`config.mk`:
```
export PLATFORM = sky130hd
export DESIGN_NAME = i2c_master_bus_engine_unit_flat
export DESIGN_NICKNAME = d
export VERILOG_FILES = /design/src/sv/i2cm_pkg.sv /design/src/sv/i2cm_ifs.sv /design/src/sv/i2c_master_bus_engine_unit.sv /design/src/sv/i2cm_core.sv /design/src/flat_wrapper.sv
export SDC_FILE = /design/constraint.sdc
export NUM_CORES = 1
export LEC_CHECK = 0
export BUFFER_PORTS_ARGS = -buffer_cell sky130_fd_sc_hd__buf_2
export CORE_ASPECT_RATIO = 0.7
export CORE_MARGIN = 1
export CORE_UTILIZATION = 50
export CTS_BUF_LIST = sky130_fd_sc_hd__clkbuf_8
export DETAILED_ROUTE_END_ITERATION = 7
export PLACE_DENSITY = 0.69
export SLEW_MARGIN = 10
export SYNTH_ARGS = -nofsm -noshare
export SYNTH_HDL_FRONTEND = slang
export SYNTH_HIERARCHICAL = 1
export SYNTH_SLANG_ARGS = --single-unit
```
`constraint.sdc`:
```
create_clock -name clk -period 6.7 [get_ports clk]
set_clock_uncertainty 0.05 [all_clocks]
set_input_delay 1.005 -clock clk [delete_from_list [all_inputs] [get_ports clk]]
set_output_delay 1.005 -clock clk [all_outputs]
set_load 0.005 [all_outputs]
```
`src/sv/i2cm_pkg.sv`:
```
// i2cm_pkg: shared types and codes of the i2c master bus engine
// no dependencies; imported by the core and the top level
package i2cm_pkg;

  localparam int TICKS_W = 16;

  // action codes
  localparam logic [2:0] ACT_TICK    = 3'd0;
  localparam logic [2:0] ACT_WRITE   = 3'd1;
  localparam logic [2:0] ACT_READ    = 3'd2;
  localparam logic [2:0] ACT_RECOVER = 3'd3;
  localparam logic [2:0] ACT_TXBYTE  = 3'd4;

  // completion status codes
  localparam logic [2:0] STS_OK         = 3'd0;
  localparam logic [2:0] STS_START_FAIL = 3'd1;
  localparam logic [2:0] STS_NO_ACK     = 3'd2;
  localparam logic [2:0] STS_RECOV_FAIL = 3'd3;
  localparam logic [2:0] STS_NOT_STUCK  = 3'd4;

  localparam logic [TICKS_W-1:0] PHASE_TICKS_RST = 16'd50;

  typedef struct packed {
    logic [2:0] action;
    logic [6:0] target_address;
    logic [7:0] byte_count;
    logic [7:0] tx_byte;
    logic       sda_sample;
  } item_t;

  typedef struct packed {
    logic       scl_level;
    logic       sda_level;
    logic       busy_res;
    logic       want_byte;
    logic [7:0] rx_data;
    logic       rx_valid;
    logic       done_res;
    logic [2:0] status;
  } res_t;

endpackage

```
`src/sv/i2cm_ifs.sv`:
```
// i2cm_in_if / i2cm_out_if: valid/ready channels of the i2c master bus engine
// depends on nothing but plain logic vectors
interface i2cm_in_if;
  logic       valid;
  logic       ready;
  logic [2:0] action;
  logic [6:0] target_address;
  logic [7:0] byte_count;
  logic [7:0] tx_byte;
  logic       sda_sample;

  modport source (output valid, action, target_address, byte_count, tx_byte, sda_sample,
                  input ready);
  modport sink (input valid, action, target_address, byte_count, tx_byte, sda_sample,
                output ready);
endinterface

interface i2cm_out_if;
  logic       valid;
  logic       ready;
  logic       scl_level;
  logic       sda_level;
  logic       busy_res;
  logic       want_byte;
  logic [7:0] rx_data;
  logic       rx_valid;
  logic       done_res;
  logic [2:0] status;

  modport source (output valid, scl_level, sda_level, busy_res, want_byte, rx_data,
                  rx_valid, done_res, status, input ready);
  modport sink (input valid, scl_level, sda_level, busy_res, want_byte, rx_data,
                rx_valid, done_res, status, output ready);
endinterface

```
`src/sv/i2c_master_bus_engine_unit.sv`:
```
// channel   | dir | payload                                                 | handshake
// in_if     | in  | action, target_address, byte_count, tx_byte, sda_sample | valid/ready
// out_if    | out | scl/sda levels, busy, want_byte, rx byte, done, status  | valid/ready
// cfg_      | in  | phase_ticks (16 bit)                                    | cfg_we strobe
//
// one word per clock; a word passes an input register, then the step logic of
// i2cm_core writes the result register
// every word gives exactly one result word; the sequencer state moves as a word
// leaves the input register, so a stall on out_if holds both stages in place
// synchronous active-low reset: bus lines released, sequencer idle, phase_ticks 50
// depends on i2cm_pkg, i2cm_ifs and i2cm_core
module i2c_master_bus_engine_unit import i2cm_pkg::*; #(
  parameter int RECOVERY_PULSES = 10
) (
  input  logic               clk,
  input  logic               rst_n,
  input  logic               cfg_we,
  input  logic [TICKS_W-1:0] cfg_wdata,
  i2cm_in_if.sink            in_if,
  i2cm_out_if.source         out_if
);

  logic [TICKS_W-1:0] phase_ticks_r;
  logic               in_v_r;
  item_t              in_word_r;
  logic               out_v_r;
  res_t               out_word_r;
  logic               advance;
  item_t              in_word;
  res_t               step_res;

  assign advance     = in_v_r && (!out_v_r || out_if.ready);
  assign in_if.ready = !in_v_r || advance;

  always_comb begin
    in_word.action         = in_if.action;
    in_word.target_address = in_if.target_address;
    in_word.byte_count     = in_if.byte_count;
    in_word.tx_byte        = in_if.tx_byte;
    in_word.sda_sample     = in_if.sda_sample;
  end

  always_ff @(posedge clk) begin
    if (!rst_n) begin
      phase_ticks_r <= PHASE_TICKS_RST;
    end else if (cfg_we) begin
      phase_ticks_r <= cfg_wdata;
    end
  end

  always_ff @(posedge clk) begin
    if (!rst_n) begin
      in_v_r <= 1'b0;
    end else if (in_if.ready) begin
      in_v_r <= in_if.valid;
    end
  end

  always_ff @(posedge clk) begin
    if (in_if.valid && in_if.ready) begin
      in_word_r <= in_word;
    end
  end

  i2cm_core #(
    .RECOVERY_PULSES (RECOVERY_PULSES)
  ) u_core (
    .clk         (clk),
    .rst_n       (rst_n),
    .step        (advance),
    .itm         (in_word_r),
    .phase_ticks (phase_ticks_r),
    .res         (step_res)
  );

  always_ff @(posedge clk) begin
    if (!rst_n) begin
      out_v_r <= 1'b0;
    end else if (advance) begin
      out_v_r <= 1'b1;
    end else if (out_if.ready) begin
      out_v_r <= 1'b0;
    end
  end

  always_ff @(posedge clk) begin
    if (advance) begin
      out_word_r <= step_res;
    end
  end

  assign out_if.valid     = out_v_r;
  assign out_if.scl_level = out_word_r.scl_level;
  assign out_if.sda_level = out_word_r.sda_level;
  assign out_if.busy_res  = out_word_r.busy_res;
  assign out_if.want_byte = out_word_r.want_byte;
  assign out_if.rx_data   = out_word_r.rx_data;
  assign out_if.rx_valid  = out_word_r.rx_valid;
  assign out_if.done_res  = out_word_r.done_res;
  assign out_if.status    = out_word_r.status;

endmodule

```
`src/sv/i2cm_core.sv`:
```
// i2cm_core: bus sequencer state and the one-word step logic
// depends on i2cm_pkg
module i2cm_core import i2cm_pkg::*; #(
  parameter int RECOVERY_PULSES = 10
) (
  input  logic               clk,
  input  logic               rst_n,
  input  logic               step,
  input  item_t              itm,
  input  logic [TICKS_W-1:0] phase_ticks,
  output res_t               res
);

  localparam int RPW = $clog2(RECOVERY_PULSES + 1);

  localparam logic [3:0] ST_IDLE     = 4'd0;
  localparam logic [3:0] ST_PRESTOP  = 4'd1;
  localparam logic [3:0] ST_START    = 4'd2;
  localparam logic [3:0] ST_TXBIT    = 4'd3;
  localparam logic [3:0] ST_ACKCHK   = 4'd4;
  localparam logic [3:0] ST_WAITBYTE = 4'd5;
  localparam logic [3:0] ST_RXBIT    = 4'd6;
  localparam logic [3:0] ST_RACK     = 4'd7;
  localparam logic [3:0] ST_FINSTOP  = 4'd8;
  localparam logic [3:0] ST_RECOV    = 4'd9;

  logic [3:0]         seq_r, seq_nxt;
  logic [1:0]         sub_r, sub_nxt;
  logic [TICKS_W-1:0] pcnt_r, pcnt_nxt;
  logic [7:0]         shreg_r, shreg_nxt;
  logic [3:0]         bitc_r, bitc_nxt;
  logic [7:0]         bytes_r, bytes_nxt;
  logic               is_read_r, is_read_nxt;
  logic [RPW-1:0]     rpl_r, rpl_nxt;
  logic [2:0]         pend_r, pend_nxt;
  logic               scl_r, scl_nxt;
  logic               sda_r, sda_nxt;

  logic               ent_go;
  logic [3:0]         ent_st;
  logic [1:0]         ent_sub;
  logic               done;
  logic [2:0]         sts;
  logic               rxv;
  logic [7:0]         rxd;
  logic               tick;
  logic [TICKS_W-1:0] len;
  logic [TICKS_W-1:0] pcnt_inc;
  logic               ph_end;
  logic [3:0]         bitc_inc;
  logic [RPW-1:0]     rpl_dec;

  assign len      = (phase_ticks == '0) ? TICKS_W'(1) : phase_ticks;
  assign pcnt_inc = (pcnt_r == '1) ? pcnt_r : pcnt_r + TICKS_W'(1);
  assign tick     = step && (seq_r != ST_IDLE) && (seq_r != ST_WAITBYTE);
  assign ph_end   = pcnt_inc >= len;
  assign bitc_inc = bitc_r + 4'd1;
  assign rpl_dec  = rpl_r - RPW'(1);

  always_comb begin
    seq_nxt     = seq_r;
    sub_nxt     = sub_r;
    pcnt_nxt    = pcnt_r;
    shreg_nxt   = shreg_r;
    bitc_nxt    = bitc_r;
    bytes_nxt   = bytes_r;
    is_read_nxt = is_read_r;
    rpl_nxt     = rpl_r;
    pend_nxt    = pend_r;
    scl_nxt     = scl_r;
    sda_nxt     = sda_r;
    ent_go      = 1'b0;
    ent_st      = seq_r;
    ent_sub     = sub_r;
    done        = 1'b0;
    sts         = STS_OK;
    rxv         = 1'b0;
    rxd         = '0;

    if (step && seq_r == ST_IDLE && (itm.action inside {ACT_WRITE, ACT_READ})) begin
      is_read_nxt = (itm.action == ACT_READ);
      bytes_nxt   = itm.byte_count;
      shreg_nxt   = {itm.target_address, itm.action == ACT_READ};
      bitc_nxt    = '0;
      pend_nxt    = STS_OK;
      ent_go      = 1'b1;
      ent_st      = ST_PRESTOP;
      ent_sub     = 2'd0;
    end else if (step && seq_r == ST_IDLE && itm.action == ACT_RECOVER) begin
      if (itm.sda_sample) begin
        done = 1'b1;
        sts  = STS_NOT_STUCK;
      end else begin
        rpl_nxt = RPW'(RECOVERY_PULSES);
        ent_go  = 1'b1;
        ent_st  = ST_RECOV;
        ent_sub = 2'd0;
      end
    end else if (step && seq_r == ST_WAITBYTE) begin
      if (itm.action == ACT_TXBYTE) begin
        shreg_nxt = itm.tx_byte;
        bytes_nxt = bytes_r - 8'd1;
        bitc_nxt  = '0;
        ent_go    = 1'b1;
        ent_st    = ST_TXBIT;
        ent_sub   = 2'd0;
      end
    end else if (tick) begin
      pcnt_nxt = pcnt_inc;
      if (ph_end) begin
        case (seq_r)
          ST_PRESTOP: begin
            ent_go = 1'b1;
            if (sub_r < 2'd3) begin
              ent_sub = sub_r + 2'd1;
            end else begin
              ent_st  = ST_START;
              ent_sub = 2'd0;
            end
          end
          ST_START: begin
            // sda must be high before the start edge and low after it
            if ((sub_r == 2'd0 && !itm.sda_sample) || (sub_r == 2'd1 && itm.sda_sample)) begin
              scl_nxt = 1'b1;
              sda_nxt = 1'b1;
              done    = 1'b1;
              sts     = STS_START_FAIL;
            end else if (sub_r < 2'd2) begin
              ent_go  = 1'b1;
              ent_sub = sub_r + 2'd1;
            end else begin
              bitc_nxt = '0;
              ent_go   = 1'b1;
              ent_st   = ST_TXBIT;
              ent_sub  = 2'd0;
            end
          end
          ST_TXBIT: begin
            ent_go = 1'b1;
            if (sub_r < 2'd2) begin
              ent_sub = sub_r + 2'd1;
            end else begin
              shreg_nxt = {shreg_r[6:0], 1'b0};
              ent_sub   = 2'd0;
              if (bitc_inc >= 4'd8) begin
                bitc_nxt = '0;
                ent_st   = ST_ACKCHK;
              end else begin
                bitc_nxt = bitc_inc;
              end
            end
          end
          ST_ACKCHK: begin
            ent_go = 1'b1;
            if (sub_r < 2'd2) begin
              ent_sub = sub_r + 2'd1;
            end else begin
              scl_nxt = 1'b0;
              ent_sub = 2'd0;
              if (itm.sda_sample) begin
                pend_nxt = STS_NO_ACK;
                ent_st   = ST_FINSTOP;
              end else if (bytes_r == '0) begin
                pend_nxt = STS_OK;
                ent_st   = ST_FINSTOP;
              end else if (is_read_r) begin
                shreg_nxt = '0;
                bitc_nxt  = '0;
                ent_st    = ST_RXBIT;
              end else begin
                ent_st = ST_WAITBYTE;
              end
            end
          end
          ST_RXBIT: begin
            ent_go = 1'b1;
            if (sub_r < 2'd2) begin
              ent_sub = sub_r + 2'd1;
            end else begin
              shreg_nxt = {shreg_r[6:0], itm.sda_sample};
              ent_sub   = 2'd0;
              if (bitc_inc >= 4'd8) begin
                bitc_nxt  = '0;
                bytes_nxt = bytes_r - 8'd1;
                ent_st    = ST_RACK;
              end else begin
                bitc_nxt = bitc_inc;
              end
            end
          end
          ST_RACK: begin
            ent_go = 1'b1;
            if (sub_r < 2'd3) begin
              ent_sub = sub_r + 2'd1;
            end else begin
              sda_nxt = 1'b1;
              rxv     = 1'b1;
              rxd     = shreg_r;
              ent_sub = 2'd0;
              if (bytes_r == '0) begin
                pend_nxt = STS_OK;
                ent_st   = ST_FINSTOP;
              end else begin
                shreg_nxt = '0;
                bitc_nxt  = '0;
                ent_st    = ST_RXBIT;
              end
            end
          end
          ST_FINSTOP: begin
            if (sub_r < 2'd3) begin
              ent_go  = 1'b1;
              ent_sub = sub_r + 2'd1;
            end else begin
              done = 1'b1;
              sts  = pend_r;
            end
          end
          ST_RECOV: begin
            if (sub_r == 2'd0) begin
              ent_go  = 1'b1;
              ent_sub = 2'd1;
            end else if (itm.sda_sample) begin
              // bus released, close with a stop
              pend_nxt = STS_OK;
              ent_go   = 1'b1;
              ent_st   = ST_FINSTOP;
              ent_sub  = 2'd0;
            end else begin
              rpl_nxt = rpl_dec;
              if (rpl_dec == '0) begin
                done = 1'b1;
                sts  = STS_RECOV_FAIL;
              end else begin
                ent_go  = 1'b1;
                ent_sub = 2'd0;
              end
            end
          end
          default: begin
            seq_nxt = ST_IDLE;
          end
        endcase
      end
    end

    if (done) begin
      seq_nxt  = ST_IDLE;
      sub_nxt  = 2'd0;
      pcnt_nxt = '0;
    end

    // line levels set on entry to a phase
    if (ent_go) begin
      seq_nxt  = ent_st;
      sub_nxt  = ent_sub;
      pcnt_nxt = '0;
      case (ent_st)
        ST_PRESTOP, ST_FINSTOP: begin
          case (ent_sub)
            2'd0:    scl_nxt = 1'b0;
            2'd1:    sda_nxt = 1'b0;
            2'd2:    scl_nxt = 1'b1;
            default: sda_nxt = 1'b1;
          endcase
        end
        ST_START: begin
          case (ent_sub)
            2'd0: begin
              scl_nxt = 1'b1;
              sda_nxt = 1'b1;
            end
            2'd1:    sda_nxt = 1'b0;
            default: scl_nxt = 1'b0;
          endcase
        end
        ST_TXBIT: begin
          case (ent_sub)
            2'd0:    scl_nxt = 1'b0;
            2'd1:    sda_nxt = shreg_nxt[7];
            default: scl_nxt = 1'b1;
          endcase
        end
        ST_ACKCHK: begin
          case (ent_sub)
            2'd0:    scl_nxt = 1'b0;
            2'd1:    sda_nxt = 1'b1;
            default: scl_nxt = 1'b1;
          endcase
        end
        ST_RXBIT: begin
          if (ent_sub == 2'd0) begin
            scl_nxt = 1'b0;
          end else if (ent_sub == 2'd2) begin
            scl_nxt = 1'b1;
          end
        end
        ST_RACK: begin
          case (ent_sub)
            2'd0:    scl_nxt = 1'b0;
            2'd1:    sda_nxt = (bytes_nxt == '0); // nack on the last byte
            2'd2:    scl_nxt = 1'b1;
            default: scl_nxt = 1'b0;
          endcase
        end
        ST_RECOV: begin
          scl_nxt = (ent_sub != 2'd0);
        end
        default: begin
        end
      endcase
    end
  end

  always_ff @(posedge clk) begin
    if (!rst_n) begin
      seq_r     <= ST_IDLE;
      sub_r     <= '0;
      pcnt_r    <= '0;
      shreg_r   <= '0;
      bitc_r    <= '0;
      bytes_r   <= '0;
      is_read_r <= 1'b0;
      rpl_r     <= '0;
      pend_r    <= STS_OK;
      scl_r     <= 1'b1;
      sda_r     <= 1'b1;
    end else if (step) begin
      seq_r     <= seq_nxt;
      sub_r     <= sub_nxt;
      pcnt_r    <= pcnt_nxt;
      shreg_r   <= shreg_nxt;
      bitc_r    <= bitc_nxt;
      bytes_r   <= bytes_nxt;
      is_read_r <= is_read_nxt;
      rpl_r     <= rpl_nxt;
      pend_r    <= pend_nxt;
      scl_r     <= scl_nxt;
      sda_r     <= sda_nxt;
    end
  end

  always_comb begin
    res.scl_level = scl_nxt;
    res.sda_level = sda_nxt;
    res.busy_res  = (seq_nxt != ST_IDLE);
    res.want_byte = (seq_nxt == ST_WAITBYTE);
    res.rx_data   = rxd;
    res.rx_valid  = rxv;
    res.done_res  = done;
    res.status    = sts;
  end

  // a finished transaction always leaves the sequencer idle
  assert property (@(posedge clk) disable iff (!rst_n)
    step && done |-> seq_nxt == ST_IDLE)
    else $error("done reported while sequencer stays busy");

  // a received byte is always followed by sda released
  assert property (@(posedge clk) disable iff (!rst_n)
    step && rxv |-> sda_nxt)
    else $error("sda held low after byte receive");

  // phase counting is frozen while a transmit byte is awaited
  assert property (@(posedge clk) disable iff (!rst_n)
    seq_r == ST_WAITBYTE && !(step && itm.action == ACT_TXBYTE) |=> $stable(pcnt_r))
    else $error("phase counter moved while waiting for a byte");

  // bit counter wraps before reaching a full byte
  assert property (@(posedge clk) disable iff (!rst_n)
    bitc_r < 4'd8)
    else $error("bit counter out of range");

endmodule
```
`src/flat_wrapper.sv`:
```
// flat-port wrapper written by rule: the top's interface ports become plain ports
module i2c_master_bus_engine_unit_flat import i2cm_pkg::*;
#(
  parameter int RECOVERY_PULSES = 10
)
  (clk, rst_n, cfg_we, cfg_wdata, in_if_valid, in_if_action, in_if_target_address, in_if_byte_count, in_if_tx_byte, in_if_sda_sample, in_if_ready, out_if_valid, out_if_scl_level, out_if_sda_level, out_if_busy_res, out_if_want_byte, out_if_rx_data, out_if_rx_valid, out_if_done_res, out_if_status, out_if_ready);
  i2cm_in_if in_if_i ();
  i2cm_out_if out_if_i ();
  input  logic clk;
  input  logic rst_n;
  input  logic cfg_we;
  input  logic [TICKS_W-1:0] cfg_wdata;
  input wire logic [$bits(in_if_i.valid)-1:0] in_if_valid;
  input wire logic [$bits(in_if_i.action)-1:0] in_if_action;
  input wire logic [$bits(in_if_i.target_address)-1:0] in_if_target_address;
  input wire logic [$bits(in_if_i.byte_count)-1:0] in_if_byte_count;
  input wire logic [$bits(in_if_i.tx_byte)-1:0] in_if_tx_byte;
  input wire logic [$bits(in_if_i.sda_sample)-1:0] in_if_sda_sample;
  output wire logic [$bits(in_if_i.ready)-1:0] in_if_ready;
  output wire logic [$bits(out_if_i.valid)-1:0] out_if_valid;
  output wire logic [$bits(out_if_i.scl_level)-1:0] out_if_scl_level;
  output wire logic [$bits(out_if_i.sda_level)-1:0] out_if_sda_level;
  output wire logic [$bits(out_if_i.busy_res)-1:0] out_if_busy_res;
  output wire logic [$bits(out_if_i.want_byte)-1:0] out_if_want_byte;
  output wire logic [$bits(out_if_i.rx_data)-1:0] out_if_rx_data;
  output wire logic [$bits(out_if_i.rx_valid)-1:0] out_if_rx_valid;
  output wire logic [$bits(out_if_i.done_res)-1:0] out_if_done_res;
  output wire logic [$bits(out_if_i.status)-1:0] out_if_status;
  input wire logic [$bits(out_if_i.ready)-1:0] out_if_ready;
  assign in_if_i.valid = in_if_valid;
  assign in_if_i.action = in_if_action;
  assign in_if_i.target_address = in_if_target_address;
  assign in_if_i.byte_count = in_if_byte_count;
  assign in_if_i.tx_byte = in_if_tx_byte;
  assign in_if_i.sda_sample = in_if_sda_sample;
  assign in_if_ready = in_if_i.ready;
  assign out_if_valid = out_if_i.valid;
  assign out_if_scl_level = out_if_i.scl_level;
  assign out_if_sda_level = out_if_i.sda_level;
  assign out_if_busy_res = out_if_i.busy_res;
  assign out_if_want_byte = out_if_i.want_byte;
  assign out_if_rx_data = out_if_i.rx_data;
  assign out_if_rx_valid = out_if_i.rx_valid;
  assign out_if_done_res = out_if_i.done_res;
  assign out_if_status = out_if_i.status;
  assign out_if_i.ready = out_if_ready;
  i2c_master_bus_engine_unit #(.RECOVERY_PULSES(RECOVERY_PULSES)) u_core (.clk(clk), .rst_n(rst_n), .cfg_we(cfg_we), .cfg_wdata(cfg_wdata), .in_if(in_if_i), .out_if(out_if_i));
endmodule
```
==> impl_metrics.py, run 1 <==
metrics = {
    "logic_synthesis": {
        "synth_flop_cell": "dfxtp_1",
        "yosys_warnings": 6,
        "avgSynthCellArea_um2": 8.695,
        "netlist_area_um2": 7191,
        "yosysSeqAreaShare_pct": 37.86,
        "synth_fp_nets": 904,
        "synth-edff-count": 44,
        "ys_seq_elements": 114,
        "async_reset_ff_share_pct": 0,
        "syn_inst": 827,
        "yosysUniqueCellTypes": 88,
    },
    "clock_network": {
        "ctsHoldBuffers": 0,
        "cts_tree": "built",
        "clk_pin_slew_ps": 80,
        "clock-sinks": 114,
        "cts_inserted_buffers": 17,
        "cts_buffer_depth": 2,
        "clock-root-buffer": "clkbuf_8",
        "cts_setup_buffers": 0,
        "cts_resized": 0,
        "h-tree-depth": 4,
        "clk_latency_ps": 460,
    },
    "global_route": {
        "grt_pass1_vias": 6041,
        "overflow": 0,
        "grt_max_degree": 33,
        "antenna_found_initial": 0,
        "gr-usage-all-layers_pct": 29.14,
        "grt_pass1_wl_mm": 33.26,
    },
    "setup_path": {
        "crit_fanout": 9,
        "required_ps": 6860,
        "setup.worst_path.start_class": "register",
        "crit_path_end_kind": "register",
        "crit_type": "register to register",
        "cp.arrival_ps": 6270,
    },
    "cells_and_area": {
        "final_cell_mix": "nand2_1 (81), nor2_1 (74), dfxtp_1 (70)",
        "fin_util_pct": 57.80,
        "layoutNonFillerInstCount": 1080,
        "drive_above_1_share_pct": 16.97,
        "layout_commonest_cell": "nand2_1",
        "antennaDiodeCount": 0,
        "final_nets": 954,
        "syn2layout_area_growth_pct": 12.25,
        "design_area_um2": 8071,
    },
    "pwr": {
        "power_leakage_nw": 3.168,
        "p_total_mw": 1.684,
        "powerDensity_nw_per_um2": 208.6,
        "vdd_drop_max_mv": 0.1460,
    },
    "die": {
        "start_util_pct": 51.50,
        "dieArea_um2": 14870,
        "die_w_um": 145.3,
        "die_h_um": 102.3,
        "num_rows": 36,
        "core_area_um2": 13960,
        "ios": 67,
    },
    "route": {
        "wl_mm": 20.92,
        "viasPerCell": 6.170,
        "route.vias.total": 6664,
        "initialDrtViolationCount": 699,
        "drc": 0,
        "wl_per_cell_um": 19.37,
        "ant_nets": 0,
        "firstDrtPassIters": 6,
    },
    "min_path": {
        "hp-class": "register to register",
    },
    "placement": {
        "dp.cells": 1048,
        "place_congestion": 0.9774,
        "place.port_buffers": 66,
        "placed_cell_area_um2": 7616,
        "dp_hpwl_mm": 15.13,
        "dp_slack_ps": 706.3,
    },
    "outcome": {
        "status": "finished, final reports clean",
    },
    "timing": {
        "max_freq_mhz": 163.8,
        "rsz0062_at_grt": "false",
        "max_slew.worst_pin.slew_ps": 1040,
        "report.final.setup_viol": 0,
        "finalHoldViolCount": 0,
        "slew-limit-headroom_pct": 30.67,
        "slew_violations": 0,
        "worst_slack_ps": 594.1,
        "whs_ps": 383.5,
        "fin_crit_ps": 6106,
        "post-route-period-util_pct": 91.13,
        "fin_setup_tns_ps": 0,
    },
    "flow_run": {
        "drv_cap": 0,
    },
}
-- state kept, by name, indices dropped and copies added (netlist names), 2 cells and up --
name                   cells
u_core/u_core/seq_r        4
u_core/u_core/pcnt_r      16
u_core/in_word_r          27
u_core/u_core/sub_r        2
u_core/u_core/pend_r       3
u_core/u_core/bitc_r       4
u_core/u_core/bytes_r      8
u_core/out_if.status       3
u_core/u_core/shreg_r      8
u_core/out_if.rx_data      8
u_core/phase_ticks_r      16
u_core/u_core/rpl_r        4
-- layer usage --
layer / GRT usage (%) / wire length, um / vias up
met5: 0 / 0 / -
li1: - / - / 3113
met3: 5.446 / 2047 / 29
met2: 42.97 / 8789 / 350
met1: 42.59 / 9849 / 3172
met4: 10.12 / 230 / 0
-- where the power goes --
group	switching [mW]	internal (mW)	leakage [nW]
clock	0.337	0.418	0.230
combinational	0.0985	0.0634	1.95
sequential	0.0200	0.747	0.984
-- path summary, 6_finish.rpt --
kind | end | depth (start not counted) | slack [ps] | from
max | u_core/out_if.sda_level | 24 | 590 | u_core/u_core/pcnt_r[8]
min reg2reg | u_core/u_core/pend_r[0] | 2 | 380 | u_core/u_core/pend_r[0]
max reg2reg | u_core/out_if.sda_level | 24 | 590 | u_core/u_core/pcnt_r[8]
min | u_core/u_core/pend_r[0] | 2 | 380 | u_core/u_core/pend_r[0]
-- layout make-up --
cell class | instances | area [um^2]
fillers | 1262 | 5892
repair buffers | 79 | 427.9
inverters | 47 | 176.4
clock buffers | 17 | 234.0
well taps | 190 | 237.7
clock inverters | 15 | 221.5
multi-input cells | 618 | 4051
flip-flops and latches | 114 | 2723
-- logic make-up (layout without fill, tap and decap cells) --
logic type / Yosys count / count (layout) / synth area share (%)
buffers and inverters: 95 / 158 / 5.951
multiplexers: 31 / 31 / 4.872
adder cells (fa/ha/maj): 29 / 29 / 5.046
flip-flops: 114 / 114 / 37.86
AO/OA/AOI/OAI: 200 / 200 / 19.25
XOR/XNOR: 28 / 28 / 3.410
AND/OR/NAND/NOR: 330 / 330 / 23.61
-- cells in the mapped netlist (8+ instances only) --
cell type	instances	area share, %
a211oi_1	9	0.94
nand4_1	8	0.70
ha_1	29	5.0
nor3_1	27	1.9
dfxtp_1	70	19
nand3_1	26	1.8
xnor2_1	12	1.5
nor4_1	10	0.87
and2_1	12	1.0
a21oi_1	66	4.6
inv_1	47	2.5
o21ai_0	30	2.1
a31oi_1	8	0.70
clkbuf_1	25	1.3
mux2i_1	22	3.1
buf_2	11	0.77
nand2b_1	11	0.96
nor2b_1	23	2.0
nor2_1	74	3.9
edfxtp_1	44	18
nand2_1	81	4.2
o211ai_1	9	0.94
xor2_1	16	1.9
and3_1	21	1.8
-- critical path, stage by stage, from the launching register on --
cell and delay, ps:
dfxtp_1 440, and3_1 230, nor2b_1 200, and3_1 250, and4_1 320, nand4_1 360
nand2b_1 310, nor2_1 150, nand3_1 150, xnor2_1 80, ha_1 340, a21oi_1 170
nor2_1 80, a2111oi_4 530, a21oi_1 250, o21a_1 160, or3_1 390, inv_1 170
ha_1 240, inv_1 90, nor4_1 280, o21ba_2 160, o221ai_1 130, a211oi_2 240
nor2_1 60
Note: power is estimated with default switching activity, not from simulation.
==> inputs of run 2 (changes only) <==
--- a/config.mk
+++ b/config.mk
@@ -8,10 +8,11 @@
 export BUFFER_PORTS_ARGS = -buffer_cell sky130_fd_sc_hd__buf_2
 export CORE_ASPECT_RATIO = 0.7
 export CORE_MARGIN = 1
-export CORE_UTILIZATION = 50
+export CORE_UTILIZATION = 60
 export CTS_BUF_LIST = sky130_fd_sc_hd__clkbuf_8
 export DETAILED_ROUTE_END_ITERATION = 7
-export PLACE_DENSITY = 0.69
+export GPL_ROUTABILITY_DRIVEN = 0
+export PLACE_DENSITY = 0.8
 export SLEW_MARGIN = 10
 export SYNTH_ARGS = -nofsm -noshare
 export SYNTH_HDL_FRONTEND = slang
==> run 2 against run 1 <==
Sequential power barely moved; via count grew 1.7%; critical endpoint is now u_core/out_if.scl_level; cell count decreased by 3.3%; combinational power is essentially flat; register-to-register slack worse by 110 ps; non-clock buffer count fell by 3; routed wire length decreased by 5.0%; global-route usage increased by 3.6 points; setup slack worse by 110 ps.
==> impl_metrics.py, run 2 (same netlist as run 1, synthesis figures left out) <==
metrics = {
    "cells_and_area": {
        "top_regs": "u_core/in_word_r: 27 flops, u_core/phase_ticks_r: 16 flops, u_core/u_core/pcnt_r: 16 flops",
        "final_cell_mix": "nand2_1 (81), nor2_1 (74), dfxtp_1 (70)",
        "syn2layout_area_growth_pct": 10.70,
        "layoutNonFillerInstCount": 1044,
        "design_area_um2": 7960,
        "layout_commonest_cell": "nand2_1",
        "antennaDiodeCount": 0,
        "final_nets": 951,
        "largest-register": "u_core/in_word_r",
        "largest_reg_flops": 27,
        "drive_above_1_share_pct": 16.80,
    },
    "setup_path": {
        "setup.worst_path.start_class": "register",
        "cp_common_cell": "a21oi_1",
        "crit_path_end_kind": "register",
        "max_stage_delay_ps": 550,
        "required_ps": 6840,
        "cpMaxStageDelayCell": "a2111oi_4",
        "worstPathCellList": "nand4_1, nor2b_1, and3_1, and4_1, nand4_1, nand2b_1, nor2_1, nand3_1, xnor2_1, ha_1, a21oi_1, nor2_1, a2111oi_4, a21oi_1, o21a_1, o221ai_2, inv_1, ha_1, inv_1, a311oi_1, o211ai_1, a21oi_1, o311ai_1, nand2_1",
        "crit_fanout": 9,
        "cp.arrival_ps": 6350,
        "crit_type": "register to register",
    },
    "die": {
        "core_area_um2": 11690,
        "ios": 67,
        "num_rows": 33,
        "start_util_pct": 61.54,
        "die_w_um": 132.8,
        "die_h_um": 93.59,
        "dieArea_um2": 12430,
    },
    "clock_network": {
        "cts_tree": "built",
        "cts_resized": 0,
        "h-tree-depth": 4,
        "clock-sinks": 114,
        "cts_inserted_buffers": 17,
        "cts_buffer_depth": 2,
        "clk_latency_ps": 440,
        "cts_setup_buffers": 0,
        "clock-root-buffer": "clkbuf_8",
        "clk_pin_slew_ps": 70,
        "ctsHoldBuffers": 0,
    },
    "timing": {
        "max_slew.worst_pin.slew_ps": 1069,
        "fin_setup_tns_ps": 0,
        "worst_slack_ps": 486.6,
        "finalHoldViolCount": 0,
        "max_freq_mhz": 160.9,
        "slew-limit-headroom_pct": 28.29,
        "post-route-period-util_pct": 92.74,
        "slew_violations": 0,
        "report.final.setup_viol": 0,
        "rsz0062_at_grt": "false",
        "fin_crit_ps": 6213,
    },
    "flow_run": {
        "drv_cap": 0,
    },
    "placement": {
        "placed_cell_area_um2": 7557,
        "dp_hpwl_mm": 14.08,
        "place.port_buffers": 66,
        "dp_slack_ps": 680.3,
        "dp.cells": 1012,
    },
    "route": {
        "viasPerCell": 6.494,
        "initialDrtViolationCount": 1028,
        "route.vias.total": 6780,
        "ant_nets": 0,
        "wl_mm": 19.88,
        "drc": 0,
        "firstDrtPassIters": 6,
        "wl_per_cell_um": 19.04,
    },
    "global_route": {
        "grt_pass1_wl_mm": 31.71,
        "grt_max_degree": 33,
        "gr-usage-all-layers_pct": 32.71,
        "grt_pass1_vias": 6263,
        "antenna_found_initial": 0,
        "overflow": 0,
    },
    "pwr": {
        "power_leakage_nw": 3.122,
        "vdd_drop_max_mv": 0.1941,
        "powerDensity_nw_per_um2": 200.2,
    },
    "min_path": {
        "hp-class": "register to register",
    },
    "outcome": {
        "status": "finished, final reports clean",
    },
}
[run 2: cell count changes in the layout (fill, tap and decap cells not counted), sizes merged]
| cell | before | now |
|---|---|---|
| buf | 79 | 76 |
| bufinv | 4 | 2 |
| inv | 54 | 56 |
| clkinv | 4 | 3 |
| clkinvlp | 0 | 1 |
[run 2: cell type report]
type | count | area (um^2)
flip-flops and latches | 114 | 2723
multi-input cells | 618 | 4056
well taps | 157 | 196.4
clock buffers | 17 | 234.0
inverters | 47 | 176.4
fillers | 916 | 3725
clock inverters | 15 | 168.9
repair buffers | 76 | 405.4
[run 2: power breakdown]
group / internal [mW] / total (mW) / switching, mW
registers: 0.747 / 0.767 / 0.0202
clock network: 0.341 / 0.663 / 0.322
logic: 0.0632 / 0.163 / 0.0997
[run 2: stage by stage]
stage / hold WS (ps) / util [%] / power, mW
finish: 387.0 / 68.12 / 1.593
floorplan: 358.6 / - / 0.8861
global placement: 371.2 / 64.68 / 0.9317
CTS: 386.2 / 68.12 / 1.599
global route: 396.9 / 68.12 / 1.651
detailed placement: 375.9 / 64.68 / 0.9387
[run 2: final timing paths]
| kind | cells after the start | slack [ps] | end | from |
|---|---|---|---|---|
| setup reg to reg | 24 | 490 | u_core/out_if.scl_level | u_core/u_core/pcnt_r[3] |
| hold / removal | 2 | 390 | u_core/u_core/pend_r[2] | u_core/u_core/pend_r[2] |
| setup / recovery | 24 | 490 | u_core/out_if.scl_level | u_core/u_core/pcnt_r[3] |
| hold reg to reg | 2 | 390 | u_core/u_core/pend_r[2] | u_core/u_core/pend_r[2] |
[run 2: layer usage]
metal  global-route usage, %  vias to the layer above  wire (um)
met4                   11.40                        0        435
met5                       0                        -          0
met1                   43.97                     3148       8430
met2                   48.60                      475       8560
li1                        -                     3096          -
met3                   11.38                       61       2453
[run 2: critical path, delay by kind of cell, from the launching register on]
family                   cells  cell delay (ps)
adder cells (fa/ha/maj)      2              620
AO/OA/AOI/OAI                9             2360
flip-flops                   1              470
AND/OR/NAND/NOR             10             2110
buffers and inverters        2              260
XOR/XNOR                     1               80
